`config.mk`:
```
export PLATFORM = sky130hd
export DESIGN_NAME = gb5_fifo
export DESIGN_NICKNAME = d
export VERILOG_FILES = /design/src/hw/rtl/gb5_fifo.sv
export SDC_FILE = /design/constraint.sdc
export NUM_CORES = 1
export LEC_CHECK = 0
export BUFFER_PORTS_ARGS = -buffer_cell sky130_fd_sc_hd__buf_2
export CAP_MARGIN = 20
export CORE_MARGIN = 4
export CORE_UTILIZATION = 45
export CTS_CLUSTER_DIAMETER = 60
export CTS_CLUSTER_SIZE = 12
export DETAILED_ROUTE_END_ITERATION = 6
export SYNTH_ARGS = -nofsm -noshare
export SYNTH_HDL_FRONTEND = slang
export SYNTH_SLANG_ARGS = --single-unit
export TNS_END_PERCENT = 20
```
`constraint.sdc`:
```
create_clock -name i_clk -period 1.71 [get_ports i_clk]
set_input_delay 0.0855 -clock i_clk [delete_from_list [all_inputs] [get_ports i_clk]]
set_output_delay 0.0855 -clock i_clk [all_outputs]
set_load 0.03 [all_outputs]
```
`src/hw/rtl/gb5_fifo.sv`:
```
// Small register queue between the front and the back of the blur.
module gb5_fifo #(
    parameter int WIDTH = 8,
    parameter int DEPTH = 4
) (
    input  logic             i_clk,
    input  logic             i_rst_n,
    input  logic             i_push,
    input  logic [WIDTH-1:0] i_data,
    output logic             o_full,
    input  logic             i_pop,
    output logic             o_empty,
    output logic [WIDTH-1:0] o_data
);

    localparam int PW = (DEPTH > 1) ? $clog2(DEPTH) : 1;
    localparam int CW = $clog2(DEPTH + 1);

    logic [WIDTH-1:0] r_mem [DEPTH];
    logic [PW-1:0]    r_wr;
    logic [PW-1:0]    r_rd;
    logic [CW-1:0]    r_count;

    assign o_full  = (r_count == CW'(DEPTH));
    assign o_empty = (r_count == '0);
    assign o_data  = r_mem[r_rd];

    // storage
    always_ff @(posedge i_clk) begin
        if (i_push) begin
            r_mem[r_wr] <= i_data;
        end
    end

    // pointers and fill count
    always_ff @(posedge i_clk) begin
        if (!i_rst_n) begin
            r_wr    <= '0;
            r_rd    <= '0;
            r_count <= '0;
        end else begin
            if (i_push) begin
                r_wr <= (r_wr == PW'(DEPTH - 1)) ? '0 : r_wr + PW'(1);
            end
            if (i_pop) begin
                r_rd <= (r_rd == PW'(DEPTH - 1)) ? '0 : r_rd + PW'(1);
            end
            if (i_push && !i_pop) begin
                r_count <= r_count + CW'(1);
            end else if (!i_push && i_pop) begin
                r_count <= r_count - CW'(1);
            end
        end
    end

`ifndef NO_ASSERTIONS
    a_no_overflow: assert property (@(posedge i_clk) disable iff (!i_rst_n)
        i_push |-> !o_full) else $error("queue push while full");
    a_no_underflow: assert property (@(posedge i_clk) disable iff (!i_rst_n)
        i_pop |-> !o_empty) else $error("queue pop while empty");
    a_count_bound: assert property (@(posedge i_clk) disable iff (!i_rst_n)
        r_count <= CW'(DEPTH)) else $error("queue count out of range");
    a_count_hold: assert property (@(posedge i_clk) disable iff (!i_rst_n)
        i_push && i_pop |=> $stable(r_count)) else $error("queue count moved");
`endif

endmodule

```
======== Word level (Yosys, flattened, before mapping) ========
Memory sizes are Yosys's and may differ from the RTL's. A register that Yosys moved wholly into a read port is not among the register bits.
Cells that the tools add are included.
cells by class
  magnitude comparators ................... 0
  $mul .................................... 0
  reduce and logical (&&, ||, !) cells .... 6
  shift-type cells ........................ 0
  equal/unequal tests ..................... 3
  add/sub/neg operators ................... 4
  div/mod/pow operators ................... 0
  bitwise operators ....................... 0
  mux-type cells .......................... 8
operators by type and width
  kind                                              number
  2-to-1 mux 2 bit                                  4
  2-to-1 mux 3 bit                                  2
  adder 2 x 1 -> 2 bit, second input constant       2
  == test 2 bit, second input constant              2
  adder 3 x 1 -> 3 bit, second input constant       1
  == test 3 bit, second input constant              1
  logical NOT 3 bit                                 1
  subtractor 3 x 1 -> 3 bit, second input constant  1
  logical AND 1 bit                                 2
  logical NOT 1 bit                                 2
  2-to-1 mux 1 bit                                  2
  nonzero test 2 bit                                1
word-level totals
  output and inout bits ................... 10
  input bits .............................. 12
  register bits after elaboration ......... 7
  latch bits .............................. 0
  ROM bits ................................ 0
  memories kept ........................... 1
  memory bits (writable) .................. 32
memory list
  memory  depth  bits a word  rd ports  clocked after Yosys merged registers in  wr ports  line  RTL
  r_mem   4      8            1         1                                        1         19    logic [WIDTH-1:0] r_mem [DEPTH];

======== Depth between registers and ports, before layout ========
Gate-level depths: netlist of the first run.
  word-level depth ........................ 4
  mapped depth ............................ 7
  gate-level depth less buffers ........... 7

======== Least setup slack after synthesis of the first run ========
OpenSTA, ideal clock, no wires.
  path type ............................... reg-to-reg
  start point ............................. reg r_count[0]
  end point ............................... reg r_count[2]
  data arrival time ....................... 1.323 ns
  period minus slack after synthesis ...... 1.393 ns
  path slack .............................. 0.317 ns
  cell stages (with the launch flop) ...... 5
  path buffers ............................ 0
  required time ........................... 1.640 ns
  setup time .............................. 0.070 ns
  path through ............................ dfxtp_1 -> fa_1 -> xor2_1 -> or3_1 -> a21boi_1
on the way
  word-level cells in the longest chain between the ends .. 3
RTL lines
  item                       line  RTL
  from (decl)                22    logic [CW-1:0] r_count;
  from (signal assigned)     49    r_count <= r_count + CW'(1);
  from (signal assigned)     51    r_count <= r_count - CW'(1);
  subtractor 3 x 1 -> 3 bit  51
  2-to-1 mux 3 bit           50    end else if (!i_push && i_pop) begin
  2-to-1 mux 3 bit *         48    if (i_push && !i_pop) begin
Every way passes the cells marked *; elsewhere a longest branch is shown, timed or not. The select of a mux whose other input is x is not followed.
A chain may end at the register's enable or synchronous reset.

==> impl_results.md, run 1 <==
- Clock transition at the registers of the reported paths: 110 ps
- Total global-route track usage: 12.6%
- Yosys top cell area share: 59.5%
- Gpl congestion: 0.691
- Die area: 0.00461 mm^2
- WHS Endpoint: r_count[0]$_SDFFE_PN0P_
- Sequential element share of the synthesized area: 70.6%
- Peak VDD IR: 0.592 mV
- Fmax: 614 MHz
- Final nets: 140
- HP Start: i_rst_n
- Core Rows: 21
- Synth cell types: 20
- Vias in the first global route: 850
- Reg2Reg Setup Slack: 220 ps
- Met2 usage: 21.5%
- Most frequent cells in the layout: 32 x edfxtp_1, 19 x buf_2, 8 x mux4_2, 8 x dfxtp_1, 8 x dlygate4sd3_1
- Req. time, crit path: 1620 ps
- First-pass GRT wire length: 4000 um
- Met3 Use GR: 3.94%
- Crit Path Class: reg2out
- Filler instances: 280
- Tot Pwr: 2.07 mW
- Slowest-stage cell, CP: mux4_2
- RSZ-0062 raised after global routing: no
- Worst setup EP type: primary output
- Synth-to-layout area growth: 19.8%
- Pre-antenna DRT Iters: 4
- Post-layout minimum cycle time: 1630 ps
- Crit path largest cell delay: 520 ps
- Path depth of the worst reg2reg path: 4
- Drt wl/cell: 15.0 um
- Largest net degree at the start of global routing: 13
- Fin Clk Skew: 8.29 ps
- Clk sinks: 41
- Post-Syn Nets: 105
- Wire length after detailed routing: 2520 um
- # diodes: 0
- Static Leakage: 0.713 nW
- Arrival time worst endpoint: 1540 ps
- IO buf count: 21
- Starting Density: 47.7%
- Tightest Hold Check Type: in2reg
- Max-Cap Viols: 0
- Status: completed
- Core area: 0.00339 mm^2
- CP startpoint kind: flop
- Syn avg cell area: 18.8 um^2
- WHS Path Cells: 2
- Layout cells sized above 1: 30.3%
- Slew of the pin with the lowest slew margin: 445 ps
- Max-slew violations: 0
- DR iter-0 viols: 57
- Commonest non-fill, non-tap cell in the layout: edfxtp_1
- Power Density: 1070 mW/mm^2
- Gr ovfl total: 0
- Later-pin clock latency in the skew report: 340 ps
- Synth area leader: edfxtp_1
- GRT Max-Usage Layer: met2
- Max Fanout on Critical Path: 8
- Die Ht: 67.9 um
- Fin crit share: 95.2%
- Vias: 818
- CP Cell Sequence: buf_6, mux4_2, buf_2
- Worst R2R End: r_count[2]$_SDFFE_PN0P_
- Root Driver: clkbuf_4
- Setup TNS: 0 ps
- Critical R2R Launch: r_count[0]$_SDFFE_PN0P_
- CTS H-tree depth: 2
- Post-DR vias/cell: 4.87
- Syn Std Cell Area: 0.00162 mm^2
- Final Setup Violations: 0
- Antenna viol nets, final: 0
- Worst relative slew slack: 70.3%
- Syn. warnings: 0
- CTS Buffer Depth: 2
- Final hold vios: 0
- CTS buffer count: 5
- TritonCTS clock tree: built
- Synth area leaders: edfxtp_1 59%, dfxtp_1 11%, mux4_2 11%
- Post-synthesis register bit count: 41
- Top-level port count: 22
- Dpl hpwl: 1790 um
- DRC Markers: 0
- Cells after synthesis: 86
- GR Util met1: 14.4%
- Antenna violations before repair: 0
- Die span in x: 67.9 um
through the flow:
step | std cells | hold WS (ps) | setup slack, ps | instance area (um^2) | util (%)
after CTS | 168 | 27.5 | 2.04 | 1920 | 56.8
final | 168 | 35.8 | 82.0 | 1930 | 57.1
after detailed placement | 152 | 304 | 131 | 1770 | 52.2
after floorplan | 86 | 184 | 317 | 1620 | -
after global placement | 152 | 299 | 187 | 1770 | 52.2
after global routing | 168 | 30.2 | 1.81 | 1930 | 57.1
report_power, final:
group	total, mW	switching, mW	internal (mW)	leakage (nW)
clock network	0.592	0.288	0.304	0.0399
logic	0.309	0.173	0.136	0.305
registers	1.17	0.0353	1.13	0.369
total	2.07	0.496	1.57	0.713
cells in the mapped netlist (all sizes together):
| master | number |
|---|---|
| clkbuf | 1 |
| o21ai | 1 |
| dfxtp | 9 |
| ha | 6 |
| mux4 | 8 |
| o21a | 1 |
| nor3 | 2 |
| nor3b | 1 |
| fa | 1 |
| nor2b | 5 |
| or3 | 1 |
| edfxtp | 32 |
| mux2i | 4 |
| inv | 4 |
| a21boi | 1 |
| xor2 | 1 |
| and2 | 5 |
| buf | 1 |
| nor2 | 1 |
| xnor2 | 1 |
flip-flops by register name, summed over array words and instances, names as in the netlist, named ones only:
register / flops
r_count: 3
r_rd: 2
r_wr: 2
r_mem: 32
area by class of cell:
type | count | area (um^2) | area share, %
flip-flops and latches | 41 | 1140 | 59.1
clock buffers | 6 | 41.3 | 2.13
well taps | 46 | 57.6 | 2.98
clock inverters | 2 | 33.8 | 1.75
repair buffers | 30 | 201 | 10.4
multi-input cells | 39 | 443 | 22.9
inverters | 4 | 15.0 | 0.776
per-layer routing:
layer / wire length [um] / share of wire, %
met1: 1060 / 42
met2: 1270 / 50
met3: 122 / 4.8
met4: 60 / 2.4
met5: 0 / 0
how the worst max path moves through the flow:
stage                         endpoint  slack, ps  cells past startpoint
2_1_floorplan  r_count[2]$_SDFFE_PN0P_        320                      4
3_3_place_gp   r_count[2]$_SDFFE_PN0P_        190                      8
3_5_place_dp   r_count[2]$_SDFFE_PN0P_        130                      8
4_1_cts                      o_data[3]          2                      3
5_1_grt                      o_data[5]          2                      3
6_report                     o_data[2]         80                      3
critical path, delay by kind of cell, from the launching register on:
kind	cells	cell delay, ps
buffers and inverters	2	340
DFF	1	340
muxes	1	520
logic make-up (layout without fill, tap and decap cells):
kind of cell / Yosys count / after routing / share of synthesized area [%]
buffers and inverters: 6 / 42 / 1.94
adders and majority gates: 7 / 7 / 5.89
xor gates and xnor gates: 2 / 2 / 1.08
and+or+nand+nor: 15 / 15 / 5.58
AOI/OAI and AO/OA: 3 / 3 / 1.24
muxes: 12 / 12 / 13.6
DFF: 41 / 41 / 70.6
what timing repair did:
item,CTS,global route
gates resized for setup,0,6
endpoints found under the setup margin,0,8
endpoints found under the hold margin,32,0
hold buffers,8,0
buffers inserted,0,0
Power figures use the tool's default switching activity.
==> run 2: changes to the inputs <==
- CORE_UTILIZATION: 45 -> 30
==> run 2 against run 1 <==
  * Total power up 5.1%
  * Global-route usage down 4.6 points
  * Core utilization down 20 points
  * Clock skew down 6.0 ps
  * Worst setup slack better by 34 ps
  * Critical path depth unchanged
  * Clock power up 21%
  * Count of clock-buffer cells in the layout down 1
  * Combinational power down 6.8%
  * First-iteration DRC count down 25%
  * Critical endpoint is now o_data[4]
  * Largest power group unchanged
  * Highest routed layer unchanged
==> impl_results.md, run 2 (same netlist as run 1, synthesis figures left out) <==
- Status: completed
- CTS Buffer Depth: 2 (unchanged)
- Max-Cap Viols: 0 (unchanged)
- Die Ht: 81.4 um (+20%)
- Fmax: 627 MHz (+2.1%)
- Root Driver: clkbuf_8
- Largest net degree at the start of global routing: 13 (unchanged)
- Antenna violations before repair: 0 (unchanged)
- Post-layout minimum cycle time: 1590 ps (-33.6 ps)
- Static Leakage: 0.691 nW (-3.1%)
- First-pass GRT wire length: 3910 um (-2.4%)
- Antenna viol nets, final: 0 (unchanged)
- Die span in x: 81.4 um (+20%)
- Post-CTS setup buffers: 0 (unchanged)
- DRC Markers: 0 (unchanged)
- Critical R2R Launch: r_count[0]$_SDFFE_PN0P_
- Cts repair resizes: 0 (unchanged)
- Post-DR vias/cell: 4.21 (-13%)
- Clock transition at the registers of the reported paths: 70 ps (-40 ps)
- CTS H-tree depth: 2 (unchanged)
- Dpl hpwl: 1800 um (+0.75%)
- Commonest non-fill, non-tap cell in the layout: edfxtp_1
- Hold_ws: 18.9 ps (-16.9 ps)
- Top-level port count: 22 (unchanged)
- Filler instances: 477 (+70%)
- Clk sinks: 41 (unchanged)
- Max Fanout on Critical Path: 8 (unchanged)
- Top flop regs: r_mem x32, r_count x3
- Core area: 0.00517 mm^2 (+53%)
- Fin crit share: 93.2% (-2.0 points)
- Power Density: 1140 mW/mm^2 (+6.8%)
- CP startpoint kind: flop
- Worst setup EP type: primary output
- Gpl congestion: 0.721 (+4.4%)
- TritonCTS clock tree: built
- IO buf count: 21 (unchanged)
- Synth-to-layout area growth: 17.8%
- Worst relative slew slack: 71.1% (+0.77 points)
- CTS buffer count: 5 (unchanged)
- Later-pin clock latency in the skew report: 280 ps (-60 ps)
- DR iter-0 viols: 43 (-25%)
- Fin Clk Skew: 2.28 ps (-6.01 ps)
- # diodes: 0 (unchanged)
- Arrival time worst endpoint: 1510 ps (-30 ps)
- Gr ovfl total: 0 (unchanged)
- Crit Path Class: reg2out
- Final Setup Violations: 0 (unchanged)
- Register Area: 0.00114 mm^2 (-0.11%)
- Final hold vios: 0 (unchanged)
- RSZ-0062 raised after global routing: no
- Drt wl/cell: 13.3 um (-12%)
- Layout cells sized above 1: 32.7% (+2.4 points)
- Slew of the pin with the lowest slew margin: 433 ps (-11.6 ps)
- Die area: 0.00662 mm^2 (+44%)
- Vias: 771 (-5.7%)
- Core Rows: 26 (+24%)
- Req. time, crit path: 1620 ps (about the same)
- Peak VDD IR: 0.422 mV (-29%)
- Final nets: 132 (-5.7%)
- Max-slew violations: 0 (unchanged)
- HP Start: i_data[4]
- # hold bufs at CTS: 0 (-8)
- Area of the multi-input gates: 443 um^2 (unchanged)
- Largest reg by FF count: r_mem
- Setup TNS: 0 ps (unchanged)
- Most frequent cells in the layout: 32 x edfxtp_1, 21 x buf_2, 9 x dfxtp_1
- Wire length after detailed routing: 2430 um (-3.7%)
- Starting Density: 31.2% (-16 points)
- Vias in the first global route: 828 (-2.6%)
- Pre-antenna DRT Iters: 4 (unchanged)
- Tightest Hold Check Type: in2reg
- Total global-route track usage: 8.02% (-4.6 points)
- Max reg flops: 32 (unchanged)
run 2: cell types whose count changed in the layout (fill, tap and decap cells not counted), sizes merged:
cell,previous run,this run
clkbuf,6,5
dlygate4sd3,8,0
run 2: path summary, 6_finish.rpt:
kind,to,slack [ps],cells after the start
setup / recovery,o_data[4],120,3
hold / removal,r_mem[3][4]$_DFFE_PP_,20,1
setup reg to reg,r_count[2]$_SDFFE_PN0P_,200,4
hold reg to reg,r_count[2]$_SDFFE_PN0P_,540,2
run 2: per-layer routing:
metal	global-route usage (%)	wire, um
met1	9.49	1010
met5	0	0
met4	2.53	4
met2	13.3	1230
met3	3.22	179
run 2: area by class of cell:
class	count	share of cell area (%)
sequential	41	60.0
multi-input combinational	39	23.3
timing repair buffer	22	5.92
tap	70	4.60
clock buffer	5	3.62
clock inverter	2	1.84
inverter	4	0.789
run 2: critical path, stage by stage (launching register included):
cell	delay [ps]
dfxtp_1	320
buf_4	200
mux4_2	520
buf_2	190
run 2: power by group:
part / internal (mW) / switching [mW]
Clock: 0.424 / 0.293
Combinational: 0.118 / 0.171
Sequential: 1.13 / 0.0357
run 2: stage by stage:
stage / cell area (um^2) / cells / worst slack, ps / power [mW] / util [%]
final: 1900 / 183 / 116 / 2.17 / 36.8
after global routing: 1900 / 183 / 36.0 / 2.27 / 36.8
after CTS: 1900 / 183 / 84.6 / 2.21 / 36.8
after detailed placement: 1800 / 176 / 103 / 1.49 / 34.8
after global placement: 1800 / 176 / 206 / 1.47 / 34.8
after floorplan: 1620 / 86 / 317 / 1.40 / -
==> run 3: changes to the inputs <==
- clock period: 1.71 -> 1.5 ns (I/O delays scaled with it)
==> run 3 against run 2 <==
  * The run now ends with negative setup slack left
  * Clock power decreased by 4.5%
  * Global-route usage increased by 1.1 points
  * Critical path depth unchanged
  * Sequential power increased by 14%
  * Clock skew increased by 1.8 ps
  * First-iteration DRC count decreased by 7.0%
  * Worst hold slack improved by 65 ps
  * Core utilization increased by 3.6 points
  * Critical endpoint unchanged
  * Count of clock-buffer cells in the layout unchanged
  * Register-to-register slack got worse by 100 ps
  * Die area unchanged
  * Critical path type unchanged
==> impl_results.md, run 3 (same netlist as run 1, synthesis figures left out) <==
- Starting Density: 31.2% (unchanged)
- Root Driver: clkbuf_8
- Max Fanout on Critical Path: 8 (unchanged)
- Die span in x: 81.4 um (unchanged)
- WHS Path Cells: 2 (+1)
- Crit path largest cell delay: 510 ps (about the same)
- Max reg flops: 32 (unchanged)
- Later-pin clock latency in the skew report: 290 ps (about the same)
- TritonCTS clock tree: built
- Fin crit share: 101%
- IO buf count: 21 (unchanged)
- Power Density: 1160 mW/mm^2 (+1.9%)
- CP Cell Sequence: buf_12, mux4_2, buf_6
- Drt wl/cell: 13.0 um (-1.7%)
- Antenna violations before repair: 0 (unchanged)
- Vias in the first global route: 894 (+8.0%)
- Post-layout minimum cycle time: 1520 ps
- Largest net degree at the start of global routing: 14 (+1)
- Peak VDD IR: 0.381 mV (-9.5%)
- Top-level port count: 22 (unchanged)
- First-pass GRT wire length: 4300 um (+10%)
- Post-DR vias/cell: 4.21 (about the same)
- Post-CTS setup buffers: 0 (unchanged)
- CTS Buffer Depth: 2 (unchanged)
- Clk sinks: 41 (unchanged)
- Path depth of the worst reg2reg path: 4 (unchanged)
- Gr ovfl total: 0 (unchanged)
- Status: complete, but fails checks
- Final Setup Violations: 8 (+8)
- Setup WS pre-CTS: -41.4 ps (-145 ps)
- DR iter-0 viols: 40 (-7.0%)
- Tightest Hold Check Type: in2reg
- Core Rows: 26 (unchanged)
- Largest reg by FF count: r_mem
- CP startpoint kind: flop
- Fin Clk Skew: 4.11 ps (+1.83 ps)
- Clock transition at the registers of the reported paths: 70 ps (about the same)
- Slew of the pin with the lowest slew margin: 223 ps (-210 ps)
- Violated checks: negative setup slack
- Wire length after detailed routing: 2590 um (+6.9%)
- Fmax: 660 MHz
- Post-route worst setup slack: -16.1 ps (-132 ps)
- Crit Path Class: reg2out
- Final hold vios: 0 (unchanged)
- Worst setup EP type: primary output
- Top flop regs: r_mem x32, r_count x3
- Arrival time worst endpoint: 1440 ps (-70 ps)
- Layout cells sized above 1: 37.2% (+4.5 points)
- RSZ-0062 raised after global routing: yes
- Worst relative slew slack: 85.1% (+14 points)
- Req. time, crit path: 1420 ps (-200 ps)
- Most frequent cells in the layout: 32 x edfxtp_1, 13 x buf_2, 8 x mux4_2, 8 x dlygate4sd3_1, 8 x buf_6
- Vias: 838 (+8.7%)
- Synth-to-layout area growth: 29.2%
- Max-Cap Viols: 0 (unchanged)
- Critical R2R Launch: r_count[0]$_SDFFE_PN0P_
- Final nets: 147 (+11%)
- Core area: 0.00517 mm^2 (unchanged)
- Total global-route track usage: 9.09% (+1.1 points)
- Commonest non-fill, non-tap cell in the layout: edfxtp_1
- Max-slew violations: 0 (unchanged)
- CTS H-tree depth: 2 (unchanged)
- Slowest-stage cell, CP: mux4_2
- Hold_ws: 84.3 ps (+65.4 ps)
- Static Leakage: 0.773 nW (+12%)
- Die area: 0.00662 mm^2 (unchanged)
- Die Ht: 81.4 um (unchanged)
- DRC Markers: 0 (unchanged)
- Filler instances: 461 (-3.4%)
- Antenna viol nets, final: 0 (unchanged)
- Gpl congestion: 0.682 (-5.4%)
- Pre-antenna DRT Iters: 4 (unchanged)
- HP Start: i_rst_n
- CTS buffer count: 5 (unchanged)
- # diodes: 0 (unchanged)
[run 3: cell types whose count changed in the layout (fill, tap and decap cells not counted), moves of 3 or more]
cell,delta
buf_2,-8
buf_6,+8
dlygate4sd3_1,+8
buf_4,+6
dfxtp_1,-3
dfxtp_2,+3
[run 3: worst max-delay path: cells and delay by family, from the launching register on]
kind     cells  cell delay, ps
flops        1             340
buf+inv      2             300
mux          1             510
[run 3: where the power goes]
group	total (mW)	switching [mW]	internal, mW
Clock	0.685	0.364	0.321
Sequential	1.33	0.0413	1.29
Combinational	0.411	0.209	0.202
[run 3: worst paths after layout]
check	slack [ps]	endpoint
setup reg to reg	100	r_count[2]$_SDFFE_PN0P_
setup / recovery	-20	o_data[4]
hold / removal	80	r_count[0]$_SDFFE_PN0P_
hold reg to reg	530	r_count[2]$_SDFFE_PN0P_
[run 3: timing repair]
action                                  4_1_cts  5_1_grt
endpoints found under the setup margin        8        9
hold buffers                                  8        0
endpoints found under the hold margin        32        0
pin swaps                                     0        0
gates resized for setup                      17        3
[run 3: area by class of cell]
class	count	area, um^2	share of cell area, %
well taps	70	87.6	4.20
repair buffers	37	308	14.7
clock buffers	5	68.8	3.30
clock inverters	3	17.5	0.839
inverters	4	15.0	0.719
multi-input cells	39	445	21.3
flip-flops and latches	41	1140	54.9
[run 3: layer usage]
layer | wire length (um) | up-vias | share of wire [%] | global-route usage (%)
met5 | 0 | - | 0 | 0
met4 | 34 | 0 | 1.3 | 3.04
met3 | 194 | 4 | 7.5 | 4.32
met2 | 1260 | 22 | 48 | 14.5
met1 | 1110 | 406 | 43 | 10.7
li1 | - | 406 | - | -
[run 3: metrics by stage]
step | util (%) | area (um^2) | power [mW] | cells | TNS [ps]
floorplan | - | 1620 | 1.59 | 86 | 0
global placement | 36.0 | 1860 | 1.70 | 183 | 0
detailed placement | 36.0 | 1860 | 1.72 | 183 | -41.4
CTS | 40.3 | 2080 | 2.47 | 199 | -274
global route | 40.3 | 2090 | 2.57 | 199 | -538
finish | 40.3 | 2090 | 2.43 | 199 | -81.5
