`config.mk`:
```
export PLATFORM = sky130hd
export DESIGN_NAME = gb5_front
export DESIGN_NICKNAME = d
export VERILOG_FILES = /design/src/hw/rtl/gb5_pkg.sv /design/src/hw/rtl/gb5_front.sv
export SDC_FILE = /design/constraint.sdc
export NUM_CORES = 1
export LEC_CHECK = 0
export BUFFER_PORTS_ARGS = -buffer_cell sky130_fd_sc_hd__buf_2
export CAP_MARGIN = 0
export CORE_ASPECT_RATIO = 1.5
export CORE_MARGIN = 3
export CORE_UTILIZATION = 30
export CTS_CLUSTER_DIAMETER = 40
export CTS_CLUSTER_SIZE = 40
export DETAILED_ROUTE_END_ITERATION = 10
export PLACE_DENSITY = 0.5
export SYNTH_ARGS = -nofsm -noshare
export SYNTH_HDL_FRONTEND = slang
export SYNTH_SLANG_ARGS = --single-unit
```
`constraint.sdc`:
```
create_clock -name i_clk -period 10 [get_ports i_clk]
set_clock_uncertainty 0.1 [all_clocks]
set_input_delay 2.5 -clock i_clk [delete_from_list [all_inputs] [get_ports i_clk]]
set_output_delay 2.5 -clock i_clk [all_outputs]
set_load 0.02 [all_outputs]
```
`src/hw/rtl/gb5_pkg.sv`:
```
// Shared types and constants of the 5x5 binomial blur.
package gb5_pkg;

    // configuration port
    localparam int CFG_IDX_W  = 2;
    localparam int CFG_DATA_W = 13;
    localparam logic [CFG_IDX_W-1:0] REG_WIDTH  = 2'd0;
    localparam logic [CFG_IDX_W-1:0] REG_HEIGHT = 2'd1;
    localparam logic [CFG_IDX_W-1:0] REG_CHANS  = 2'd2;

    // item commands
    localparam logic CMD_SAMPLE = 1'b0;
    localparam logic CMD_FLUSH  = 1'b1;

    // fixed field widths
    localparam int MAX_HEIGHT = 4096;
    localparam int HEIGHT_W   = 13;
    localparam int ROW_W      = 12;
    localparam int OCOL_W     = 11;
    localparam int CHAN_W     = 2;
    localparam int CHANS_W    = 3;
    localparam int VSUM_W     = 12;
    localparam int HSUM_W     = 16;
    localparam logic [HEIGHT_W-1:0] RST_HEIGHT = 13'd480;

    typedef struct packed {
        logic       cmd;
        logic [7:0] sample_in;
    } t_in_item;

    typedef struct packed {
        logic [7:0]        sample_out;
        logic [ROW_W-1:0]  out_row;
        logic [OCOL_W-1:0] out_col;
        logic [CHAN_W-1:0] out_channel;
        logic              frame_last;
    } t_out_item;

    // where a result lands and whether it is a border sample
    typedef struct packed {
        logic              border;
        logic [ROW_W-1:0]  row;
        logic [OCOL_W-1:0] col;
        logic [CHAN_W-1:0] ch;
        logic              last;
    } t_res_meta;

    // one classified item handed from front to back
    typedef struct packed {
        logic       is_sample;
        logic       emit;
        logic [7:0] sample;
        t_res_meta  meta;
    } t_op;

endpackage

```
`src/hw/rtl/gb5_front.sv`:
```
// Front of the blur: configuration, frame position counters, item classification.
module gb5_front import gb5_pkg::*; #(
    parameter int MAX_WIDTH    = 2048,
    parameter int MAX_CHANNELS = 4,
    localparam int AW = $clog2(MAX_WIDTH * MAX_CHANNELS)
) (
    input  logic                  i_clk,
    input  logic                  i_rst_n,
    input  logic                  i_cfg_we,
    input  logic [CFG_IDX_W-1:0]  i_cfg_idx,
    input  logic [CFG_DATA_W-1:0] i_cfg_data,
    input  logic                  i_valid,
    input  t_in_item              i_item,
    output logic                  o_stall,
    output logic                  o_push,
    output t_op                   o_op,
    output logic [AW-1:0]         o_addr,
    input  logic                  i_full,
    output logic [CHANS_W-1:0]    o_chans
);

    localparam int WRW   = $clog2(MAX_WIDTH + 1);
    localparam int CW    = $clog2(MAX_WIDTH);
    localparam int RST_W = (MAX_WIDTH < 640) ? MAX_WIDTH : 640;
    localparam int RST_C = (MAX_CHANNELS < 3) ? MAX_CHANNELS : 3;

    logic [WRW-1:0]      r_width,  n_width;
    logic [HEIGHT_W-1:0] r_height, n_height;
    logic [CHANS_W-1:0]  r_chans,  n_chans;

    logic [CHAN_W-1:0] r_in_ch,  n_in_ch,  e_in_ch;
    logic [CW-1:0]     r_in_col, n_in_col, e_in_col;
    logic [ROW_W-1:0]  r_in_row, n_in_row, e_in_row;
    logic [AW-1:0]     r_in_lin, n_in_lin, e_in_lin;
    logic              r_in_full, n_in_full, e_in_full;
    logic [CHAN_W-1:0] r_o_ch,  n_o_ch,  e_o_ch;
    logic [CW-1:0]     r_o_col, n_o_col, e_o_col;
    logic [ROW_W-1:0]  r_o_row, n_o_row, e_o_row;
    logic              r_out_done, n_out_done, e_out_done;

    logic accept, is_sample, restart, emit, emit_ok, border;
    logic in_lch, in_lcol, in_lrow, o_lch, o_lcol, o_lrow;

    assign o_stall = i_full;
    assign o_chans = r_chans;

    // clamp configuration values
    always_comb begin
        if (i_cfg_data == '0) begin
            n_width = WRW'(1);
        end else if (32'(i_cfg_data) > MAX_WIDTH) begin
            n_width = WRW'(MAX_WIDTH);
        end else begin
            n_width = WRW'(i_cfg_data);
        end
        if (i_cfg_data == '0) begin
            n_height = HEIGHT_W'(1);
        end else if (32'(i_cfg_data) > MAX_HEIGHT) begin
            n_height = HEIGHT_W'(MAX_HEIGHT);
        end else begin
            n_height = HEIGHT_W'(i_cfg_data);
        end
        if (i_cfg_data == '0) begin
            n_chans = CHANS_W'(1);
        end else if (32'(i_cfg_data) > MAX_CHANNELS) begin
            n_chans = CHANS_W'(MAX_CHANNELS);
        end else begin
            n_chans = CHANS_W'(i_cfg_data);
        end
    end

    // classify the item and work out the next positions
    always_comb begin
        accept    = i_valid && !i_full;
        is_sample = (i_item.cmd == CMD_SAMPLE);
        // a sample after a complete frame opens a new frame
        restart   = is_sample && r_in_full;

        e_in_ch    = restart ? '0 : r_in_ch;
        e_in_col   = restart ? '0 : r_in_col;
        e_in_row   = restart ? '0 : r_in_row;
        e_in_lin   = restart ? '0 : r_in_lin;
        e_in_full  = restart ? 1'b0 : r_in_full;
        e_o_ch     = restart ? '0 : r_o_ch;
        e_o_col    = restart ? '0 : r_o_col;
        e_o_row    = restart ? '0 : r_o_row;
        e_out_done = restart ? 1'b0 : r_out_done;

        in_lch  = (CHANS_W'(e_in_ch) + CHANS_W'(1)) == r_chans;
        in_lcol = (WRW'(e_in_col) + WRW'(1)) == r_width;
        in_lrow = (HEIGHT_W'(e_in_row) + HEIGHT_W'(1)) == r_height;
        o_lch   = (CHANS_W'(e_o_ch) + CHANS_W'(1)) == r_chans;
        o_lcol  = (WRW'(e_o_col) + WRW'(1)) == r_width;
        o_lrow  = (HEIGHT_W'(e_o_row) + HEIGHT_W'(1)) == r_height;

        // window complete once the stream is two rows and two pixels ahead
        if (r_width == WRW'(1)) begin
            emit_ok = (e_in_row >= ROW_W'(4));
        end else begin
            emit_ok = (e_in_row >= ROW_W'(3)) ||
                      ((e_in_row == ROW_W'(2)) && (e_in_col >= CW'(2)));
        end

        border = !((e_o_row >= ROW_W'(2)) &&
                   (((HEIGHT_W+1)'(e_o_row) + (HEIGHT_W+1)'(2)) < (HEIGHT_W+1)'(r_height)) &&
                   (e_o_col >= CW'(2)) &&
                   (((WRW+1)'(e_o_col) + (WRW+1)'(2)) < (WRW+1)'(r_width)));

        emit = is_sample ? emit_ok : (r_in_full && !r_out_done);

        o_push             = accept && (is_sample || emit);
        o_op.is_sample     = is_sample;
        o_op.emit          = emit;
        o_op.sample        = i_item.sample_in;
        // drained results always lie on the border
        o_op.meta.border   = is_sample ? border : 1'b1;
        o_op.meta.row      = e_o_row;
        o_op.meta.col      = OCOL_W'(e_o_col);
        o_op.meta.ch       = e_o_ch;
        o_op.meta.last     = o_lch && o_lcol && o_lrow;
        o_addr             = e_in_lin;

        n_in_ch    = r_in_ch;
        n_in_col   = r_in_col;
        n_in_row   = r_in_row;
        n_in_lin   = r_in_lin;
        n_in_full  = r_in_full;
        n_o_ch     = r_o_ch;
        n_o_col    = r_o_col;
        n_o_row    = r_o_row;
        n_out_done = r_out_done;
        if (accept) begin
            n_in_ch    = e_in_ch;
            n_in_col   = e_in_col;
            n_in_row   = e_in_row;
            n_in_lin   = e_in_lin;
            n_in_full  = e_in_full;
            n_o_ch     = e_o_ch;
            n_o_col    = e_o_col;
            n_o_row    = e_o_row;
            n_out_done = e_out_done;
            if (is_sample) begin
                if (in_lch) begin
                    n_in_ch = '0;
                    if (in_lcol) begin
                        n_in_col = '0;
                        n_in_lin = '0;
                        n_in_row = e_in_row + ROW_W'(1);
                        if (in_lrow) begin
                            n_in_full = 1'b1;
                        end
                    end else begin
                        n_in_col = e_in_col + CW'(1);
                        n_in_lin = e_in_lin + AW'(1);
                    end
                end else begin
                    n_in_ch  = e_in_ch + CHAN_W'(1);
                    n_in_lin = e_in_lin + AW'(1);
                end
            end
            if (emit) begin
                if (o_lch) begin
                    n_o_ch = '0;
                    if (o_lcol) begin
                        n_o_col = '0;
                        n_o_row = e_o_row + ROW_W'(1);
                        if (o_lrow) begin
                            n_out_done = 1'b1;
                        end
                    end else begin
                        n_o_col = e_o_col + CW'(1);
                    end
                end else begin
                    n_o_ch = e_o_ch + CHAN_W'(1);
                end
            end
        end
    end

    // registers; a write to the width, height or channel register abandons the frame
    always_ff @(posedge i_clk) begin
        if (!i_rst_n) begin
            r_width    <= WRW'(RST_W);
            r_height   <= RST_HEIGHT;
            r_chans    <= CHANS_W'(RST_C);
            r_in_ch    <= '0;
            r_in_col   <= '0;
            r_in_row   <= '0;
            r_in_lin   <= '0;
            r_in_full  <= 1'b0;
            r_o_ch     <= '0;
            r_o_col    <= '0;
            r_o_row    <= '0;
            r_out_done <= 1'b0;
        end else if (i_cfg_we) begin
            unique case (i_cfg_idx)
                REG_WIDTH:  r_width  <= n_width;
                REG_HEIGHT: r_height <= n_height;
                REG_CHANS:  r_chans  <= n_chans;
                default: ;
            endcase
            if (i_cfg_idx == REG_WIDTH || i_cfg_idx == REG_HEIGHT ||
                i_cfg_idx == REG_CHANS) begin
                r_in_ch    <= '0;
                r_in_col   <= '0;
                r_in_row   <= '0;
                r_in_lin   <= '0;
                r_in_full  <= 1'b0;
                r_o_ch     <= '0;
                r_o_col    <= '0;
                r_o_row    <= '0;
                r_out_done <= 1'b0;
            end
        end else begin
            r_in_ch    <= n_in_ch;
            r_in_col   <= n_in_col;
            r_in_row   <= n_in_row;
            r_in_lin   <= n_in_lin;
            r_in_full  <= n_in_full;
            r_o_ch     <= n_o_ch;
            r_o_col    <= n_o_col;
            r_o_row    <= n_o_row;
            r_out_done <= n_out_done;
        end
    end

endmodule

```
; ---- Yosys cells after proc, flatten, opt, wreduce, memory -nomap -nowiden
; Index checks and enable logic that the tools add are counted.
[word_totals]
wordCells = 141
reg_bits = 93
output_inout_bits = 55
[op_classes]
addsub = 15
eq_ne = 11
reduce_logical = 24
n_mux = 68
magnitude_cmp = 10
n_bitwise = 1
[ops]
columns = op, count
row1 = $mux 12, 15
row2 = $mux 11, 13
row3 = $mux 13, 9
row4 = $add 12x1->13 const B, 2
row5 = $eq 13x13->1, 2
row6 = $add 11x1->12 const B, 2
row7 = $add 12x1->12 const B, 2
row8 = $eq 12x12->1, 2
row9 = $ge 12x2->1 const B, 2
row10 = $add 11x1->11 const B, 2
row11 = $ge 11x2->1 const B, 2
row12 = $mux 2, 11
row13 = $mux 1, 18
row14 = $add 12x2->13 const B, 1
row15 = $add 13x1->13 const B, 1
row16 = $gt 13x12->1 const B, 1
row17 = $gt 13x13->1 const B, 1
row18 = $gt 13x3->1 const B, 1
row19 = $logic_not 13->1, 1
row20 = $lt 13x13->1, 1
row21 = $add 11x2->12 const B, 1
row22 = $eq 12x1->1 const B, 1
row23 = $eq 12x2->1 const B, 1
row24 = $ge 12x3->1 const B, 1
row25 = other kinds (15), 36

; ---- Depth between registers and ports, before layout
; Gate-level depths: netlist (run 1).
[depth]
depth_word = 11
depth_mapped = 22
depth_no_buf = 14

; ---- Worst setup path after synthesis (run 1)
; No wires, ideal clock.
[synth_timing]
kind = input to output
start = input i_item[8] in the netlist's numbering
end = output o_op[0] in the netlist's numbering
required_ps = 7400
arrival_ps = 6775
path_slack_ps = 625
cell_stages = 19
path_cell_list = buf_2 -> nand2b_1 -> buf_2 -> buf_2 -> clkbuf_1 -> clkbuf_1 -> clkbuf_1 -> clkbuf_1 -> nand2_1 -> inv_1 -> ha_1 -> nand4_1 -> or3_1 -> a221oi_1 -> mux2i_1 -> nor4b_1 -> o311a_1 -> clkbuf_1 -> and4b_1
[synth_lines]
columns = element, line
row1 = start: declaration, gb5_front.sv:13  ; input t_in_item i_item,
row2 = end: declaration, gb5_front.sv:16  ; output t_op o_op,

==> results of run 1 <==
## critical path, cell delays in order
cell,delay (ns)
buf_2,0.35
nand2b_2,0.44
nand2_1,0.16
inv_1,0.15
ha_1,0.23
nand3_1,0.38
or3_1,0.49
a2111oi_0,0.41
a221oi_1,0.16
nor3_1,0.19
o311a_1,0.28
and4b_1,0.27
buf_2,0.19
## worst paths after layout
path,cells past startpoint,slack [ns],to
max,13,1.18,o_op[0]
min,2,0.39,r_in_ch[1]
max reg2reg,14,4.85,r_in_row[3]
min reg2reg,2,0.39,r_in_ch[1]
## layout make-up
type / instances / share of cell area, %
Clock buffer: 13 / 2.93
Clock inverter: 3 / 0.249
Inverter: 52 / 2.29
Multi-Input combinational cell: 839 / 63.0
Sequential cell: 93 / 21.8
Tap cell: 328 / 4.81
Timing Repair Buffer: 78 / 4.89
## cells by family after synthesis
group	share of synthesized area [%]
AND/OR/NAND/NOR	31.8
adder cells (fa/ha/maj)	6.27
multiplexers	0.900
AO/OA/AOI/OAI	19.8
buffers and inverters	7.13
flip-flops	23.9
XOR/XNOR	10.2
## layer usage
layer  vias to the layer above  wire length, microns
met2                       234                 14700
met3                        68                  1080
met5                         -                     0
li1                       3808                     -
met1                      3767                 11600
met4                         0                  1300
## cell usage in the layout (no fill, tap or decap), drive strengths merged, types with 31 or more instances in the layout
cell type,n
ha,39
and2,31
dfxtp,93
o21ai,61
xnor2,66
nor2b,43
a21oi,56
nand3,54
buf,78
nand2,120
inv,52
nor2,61
## metrics by stage
| stage | cell area, sq um | hold slack [ns] | setup slack [ns] | total power, mW | utilization [%] |
|---|---|---|---|---|---|
| 6_report | 8540 | 0.389 | 1.18 | 0.803 | 33.7 |
| 5_1_grt | 8540 | 0.405 | 0.869 | 0.828 | 33.7 |
| 4_1_cts | 8540 | 0.383 | 1.24 | 0.812 | 33.7 |
| 3_5_place_dp | 8270 | 0.371 | 1.24 | 0.471 | 32.7 |
| 3_3_place_gp | 8270 | 0.367 | 1.31 | 0.472 | 32.7 |
| 2_1_floorplan | 7790 | 0.345 | 0.625 | 0.443 | - |
## flip-flops by register name (all words and copies together) (netlist names)
register,cells
r_o_row,12
r_in_ch,2
r_o_ch,2
r_in_lin,13
r_out_done,1
r_o_col,11
r_in_full,1
r_width,12
r_height,13
o_chans,3
r_in_row,12
r_in_col,11
## power by group through the flow
stage / registers (mW) / clock network, mW / logic [mW]
after detailed placement: 0.390 / 0 / 0.0815
after global routing: 0.382 / 0.358 / 0.0883
after floorplan: 0.387 / 0 / 0.0553
after CTS: 0.381 / 0.349 / 0.0818
final: 0.381 / 0.340 / 0.0816
after global placement: 0.390 / 0 / 0.0819
==> metrics.md, run 1 <==
| Metric | Value |
|---|---|
| Post-DP HPWL | 21.8 mm |
| Crit path required time | 7.40 ns |
| Share of the synthesized area in the top cell type | 23.9% |
| Initial antenna violation count | 0 |
| Dpl cells | 1390 |
| Footprint of the multi-input gates | 5380 sq um |
| Post-CTS Hold Buffers | 0 |
| CP max FO | 20 |
| Worst-case clock buffer depth | 2 |
| Combinational share of power | 10.2% |
| CP Launch Type | input pin |
| Io pins | 84 |
| Syn_nets | 1130 |
| Detailed-route DRC error count | 0 |
| Grt met1 use | 24.2% |
| Chip width | 138 microns |
| Vias per cell | 5.60 |
| Routed wire length | 28.7 mm |
| Cell-internal power | 0.576 mW |
| TritonCTS Buffers | 9 |
| CTS tree | built |
| Post-CTS Setup Repair Bufs | 0 |
| WP data arrival | 6.22 ns |
| Seq pwr share | 47.5% |
| Total of max-cap violations | 0 |
| Grt ovf | 0 |
| Synthesized cell area | 7790 sq um |
| WL/cell | 20.4 microns |
| Area delta synth->final | 9.67% |
| Clock power share | 42.3% |
| Final setup viols | 0 |
| Synth cell types | 77 |
| PostCTS Resize Cnt | 0 |
| CP endpoint kind | primary output |
| Worst hold path type | flop to flop |
| Synth area leaders | dfxtp_1 24%, xnor2_1 7.4%, ha_1 6.3% |
| Switching share of power | 28.2% |
| Global routing's busiest layer | met2 |
| # port buffers | 67 |
| Post-route ant nets | 0 |
| Die Span Y | 203 microns |
| First-pass DRT Iterations | 6 |
| Antenna Cells | 0 |
| Worst r2r src | r_in_full |
| Fin. max-slew vios | 0 |
| Ys Warns | 0 |
| DRT iter0 DRCs | 728 |
| Vias in the first global route | 7700 |
| Area of the core | 25300 sq um |
| CTS clock-pin slew for the worst setup and hold paths | 0.07 ns |
| Num rows | 71 |
| Synth Flop Type | dfxtp_1 |
| Met3 usage | 2.49% |
| Switch Pwr | 0.227 mW |
| Final Non-Filler Cells | 1406 |
| Crit path kind | input pin to primary output |
| EDFF count, synth | 0 |
| CTS sink cnt | 93 |
| VDD IR-drop max | 0.0000683 V |
| Post-synth ARST share | 0% |
| Largest net degree at the start of global routing | 78 |
| Reg area | 1860 sq um |
| Layout cell share with drive strength beyond 1 | 10.0% |
| First-pass GRT wire length | 44.4 mm |
| Max-slew headroom | 33.2% |
| RSZ-0062 raised after global routing | false |
| Die area | 28000 sq um |
| #FFs+latches synth | 93 |
| Leakage power | 3.25 nW |
| Setup_tns | 0 ns |
| Layout fillers | 2768 |
| Hold path start | r_in_ch[1] |
| Final count of hold timing violations | 0 |
| Final min period | 8.82 ns |
| Final Net Count | 1141 |
| Slew @ Worst Pin | 0.992 ns |
| Met2 usage | 36.5% |
| CTS root buffer | clkbuf_16 |
| Cell accounting for the most synthesized area | dfxtp_1 |
| Final period utilization | 88.2% |
| Most frequent cell after synthesis | nand2_1 |
| Syn_area_per_cell | 7.33 sq um |
| Starting density of the core | 30.8% |
| Vias | 7877 |
| Top post-synthesis cells by count | 120 x nand2_1, 93 x dfxtp_1, 66 x xnor2_1, 61 x nor2_1, 58 x o21ai_0 |
| Insertion delay to the later sink of the worst-skew pair | 0.36 ns |
| Critical path origin | i_item[8] |
| Seq/Total Area, Yosys | 23.9% |
| H-tree Lvls | 3 |
| All-layer global routing usage | 20.5% |
| Pwr/cell area | 94.0 nW/um^2 |
| Routability Congestion | 0.904 |
| Outcome | completed |
| Post-synthesis cell count | 1062 |
| Highest achievable clock rate | 113 MHz |
(Power assumes the default switching activity.)
==> inputs of run 2 (changes only) <==
- CAP_MARGIN: 0 -> 10
- SLEW_MARGIN: default -> 20
- clock period: 10 -> 10.3 ns (I/O delays scaled with it)
==> metrics.md, run 2 (synthesized netlist as in run 1, its figures left out) <==
| Metric | Value |
|---|---|
| CP Launch Type | input pin |
| Layout fillers | 2790 (+0.79%) |
| Final Net Count | 1141 (unchanged) |
| Total of max-cap violations | 0 (unchanged) |
| Leading registers by flop count | r_height (13), r_in_lin (13) |
| Switching share of power | 27.9% (-0.31 points) |
| Worst path top cell family by delay | simple AND/OR/NAND/NOR gates |
| First-pass DRT Iterations | 5 (-1) |
| TritonCTS Buffers | 9 (unchanged) |
| Switch Pwr | 0.216 mW (-4.6%) |
| RSZ-0062 raised after global routing | false |
| Largest net degree at the start of global routing | 78 (unchanged) |
| PostCTS Resize Cnt | 0 (unchanged) |
| CTS root buffer | clkbuf_16 |
| DRT iter0 DRCs | 601 (-17%) |
| Antenna Cells | 0 (unchanged) |
| WP data arrival | 6.38 ns (+0.16 ns) |
| Crit path kind | input pin to primary output |
| Die area | 28000 sq um (unchanged) |
| Buf/Inv on CP | 3 (unchanged) |
| Post-route ant nets | 0 (unchanged) |
| Routability Congestion | 0.897 (-0.84%) |
| Routed wire length | 28.9 mm (+0.64%) |
| Crit path required time | 7.63 ns (+0.23 ns) |
| Worst-case clock buffer depth | 2 (unchanged) |
| CTS clock-pin slew for the worst setup and hold paths | 0.07 ns (about the same) |
| Starting density of the core | 30.8% (unchanged) |
| Initial antenna violation count | 0 (unchanged) |
| Cell-internal power | 0.558 mW (-3.1%) |
| Final count of hold timing violations | 0 (unchanged) |
| Insertion delay to the later sink of the worst-skew pair | 0.36 ns (about the same) |
| Combinational share of power | 10.2% (about the same) |
| Most frequent cells in the layout | 120 x nand2_1, 93 x dfxtp_1, 67 x buf_2 |
| Slowest CP cell | nand2b_2 |
| Final period utilization | 87.9% |
| Max-slew headroom | 31.4% (-1.8 points) |
| H-tree Lvls | 3 (unchanged) |
| Num rows | 71 (unchanged) |
| Grt ovf | 0 (unchanged) |
| Leakage power | 3.24 nW (-0.21%) |
| Chip width | 138 microns (unchanged) |
| Top cell by count, worst path | buf_2 |
| Pwr/cell area | 90.8 nW/um^2 (-3.4%) |
| Area delta synth->final | 9.55% |
| WL/cell | 20.6 microns (+0.71%) |
| Post-CTS Hold Buffers | 0 (unchanged) |
| VDD IR-drop max | 0.0000822 V (+20%) |
| Clock power share | 42.0% (-0.3 points) |
| CTS tree | built |
| Detailed-route DRC error count | 0 (unchanged) |
| Highest achievable clock rate | 110 MHz |
| CTS sink cnt | 93 (unchanged) |
| First-pass GRT wire length | 44.6 mm (+0.34%) |
| Slew @ Worst Pin | 1.02 ns (+0.0264 ns) |
| Vias | 7824 (-0.67%) |
| Post-DP HPWL | 21.9 mm (+0.74%) |
| Final min period | 9.05 ns |
| Vias per cell | 5.57 (-0.60%) |
| Outcome | completed |
| CP max FO | 20 (unchanged) |
| Area of the core | 25300 sq um (unchanged) |
| All-layer global routing usage | 20.8% (+0.22 points) |
| Post-CTS Setup Repair Bufs | 0 (unchanged) |
| Setup_tns | 0 ns (unchanged) |
| Final setup viols | 0 (unchanged) |
| Seq pwr share | 47.8% (+0.3 points) |
| Crit path cell chain | buf_2 -> nand2b_2 -> nand2_1 -> inv_1 -> ha_1 -> nand3_1 -> or3_1 -> a2111oi_0 -> a221oi_1 -> nor3_1 -> o311a_1 -> and4b_1 -> buf_2 |
| Fin. max-slew vios | 0 (unchanged) |
| Critical path's largest stage delay | 0.46 ns (-0.03 ns) |
| Commonest non-fill, non-tap cell in the layout | nand2_1 |
| # port buffers | 67 (unchanged) |
| Io pins | 84 (unchanged) |
| Vias in the first global route | 7693 (-0.091%) |
| Final core occ | 33.7% (-0.039 points) |
| Worst hold path type | flop to flop |
| Layout cell share with drive strength beyond 1 | 9.84% (-0.18 points) |
| Die Span Y | 203 microns (unchanged) |
| CP endpoint kind | primary output |
-- run 2: cell count changes in the layout (fill, tap and decap cells not counted), sizes merged --
| cell | delta |
|---|---|
| clkbuf | +1 |
| clkinv | -2 |
-- run 2: final cells by class --
cell class / count / area [sq um] / share of cell area [%]
multi-input cells: 839 / 5380 / 63.1
flip-flops and latches: 93 / 1860 / 21.8
repair buffers: 78 / 418 / 4.90
well taps: 328 / 410 / 4.81
clock buffers: 14 / 254 / 2.98
inverters: 52 / 195 / 2.29
clock inverters: 1 / 7.51 / 0.0880
-- run 2: tightest hold or removal path: cells and delay by family, from the launching register on --
family         cells  cell delay (ns)
AO/OA/AOI/OAI      2             0.14
flip-flops         1             0.31
-- run 2: routing by layer --
metal | track usage [%] | vias to the layer above | wire length, microns
met5 | 0 | - | 0
met4 | 11.5 | 0 | 1610
met3 | 3.01 | 80 | 1080
met2 | 36.5 | 224 | 14500
met1 | 23.7 | 3712 | 11700
li1 | - | 3808 | -
-- run 2: power groups by stage --
stage	clock network [mW]	registers, mW	logic, mW
final	0.325	0.370	0.0790
after global routing	0.350	0.371	0.0856
after CTS	0.337	0.370	0.0795
after detailed placement	0	0.379	0.0791
after global placement	0	0.379	0.0795
after floorplan	0	0.376	0.0537
-- run 2: metrics by stage --
stage / cell area (sq um) / hold WS [ns] / setup WS (ns) / std cells / power, mW
final: 8530 / 0.385 / 1.25 / 1405 / 0.774
after global routing: 8530 / 0.404 / 1.01 / 1405 / 0.806
after CTS: 8530 / 0.381 / 1.37 / 1405 / 0.787
after detailed placement: 8270 / 0.369 / 1.38 / 1390 / 0.458
after global placement: 8270 / 0.360 / 1.44 / 1390 / 0.458
after floorplan: 7790 / 0.345 / 0.775 / 1062 / 0.430
-- run 2: final timing paths --
check | depth (start not counted) | slack [ns] | from | to
hold reg to reg | 2 | 0.39 | r_out_done | r_out_done
setup / recovery | 13 | 1.25 | i_item[8] | o_op[0]
hold / removal | 2 | 0.39 | r_out_done | r_out_done
setup reg to reg | 14 | 5.11 | r_in_full | r_in_row[3]
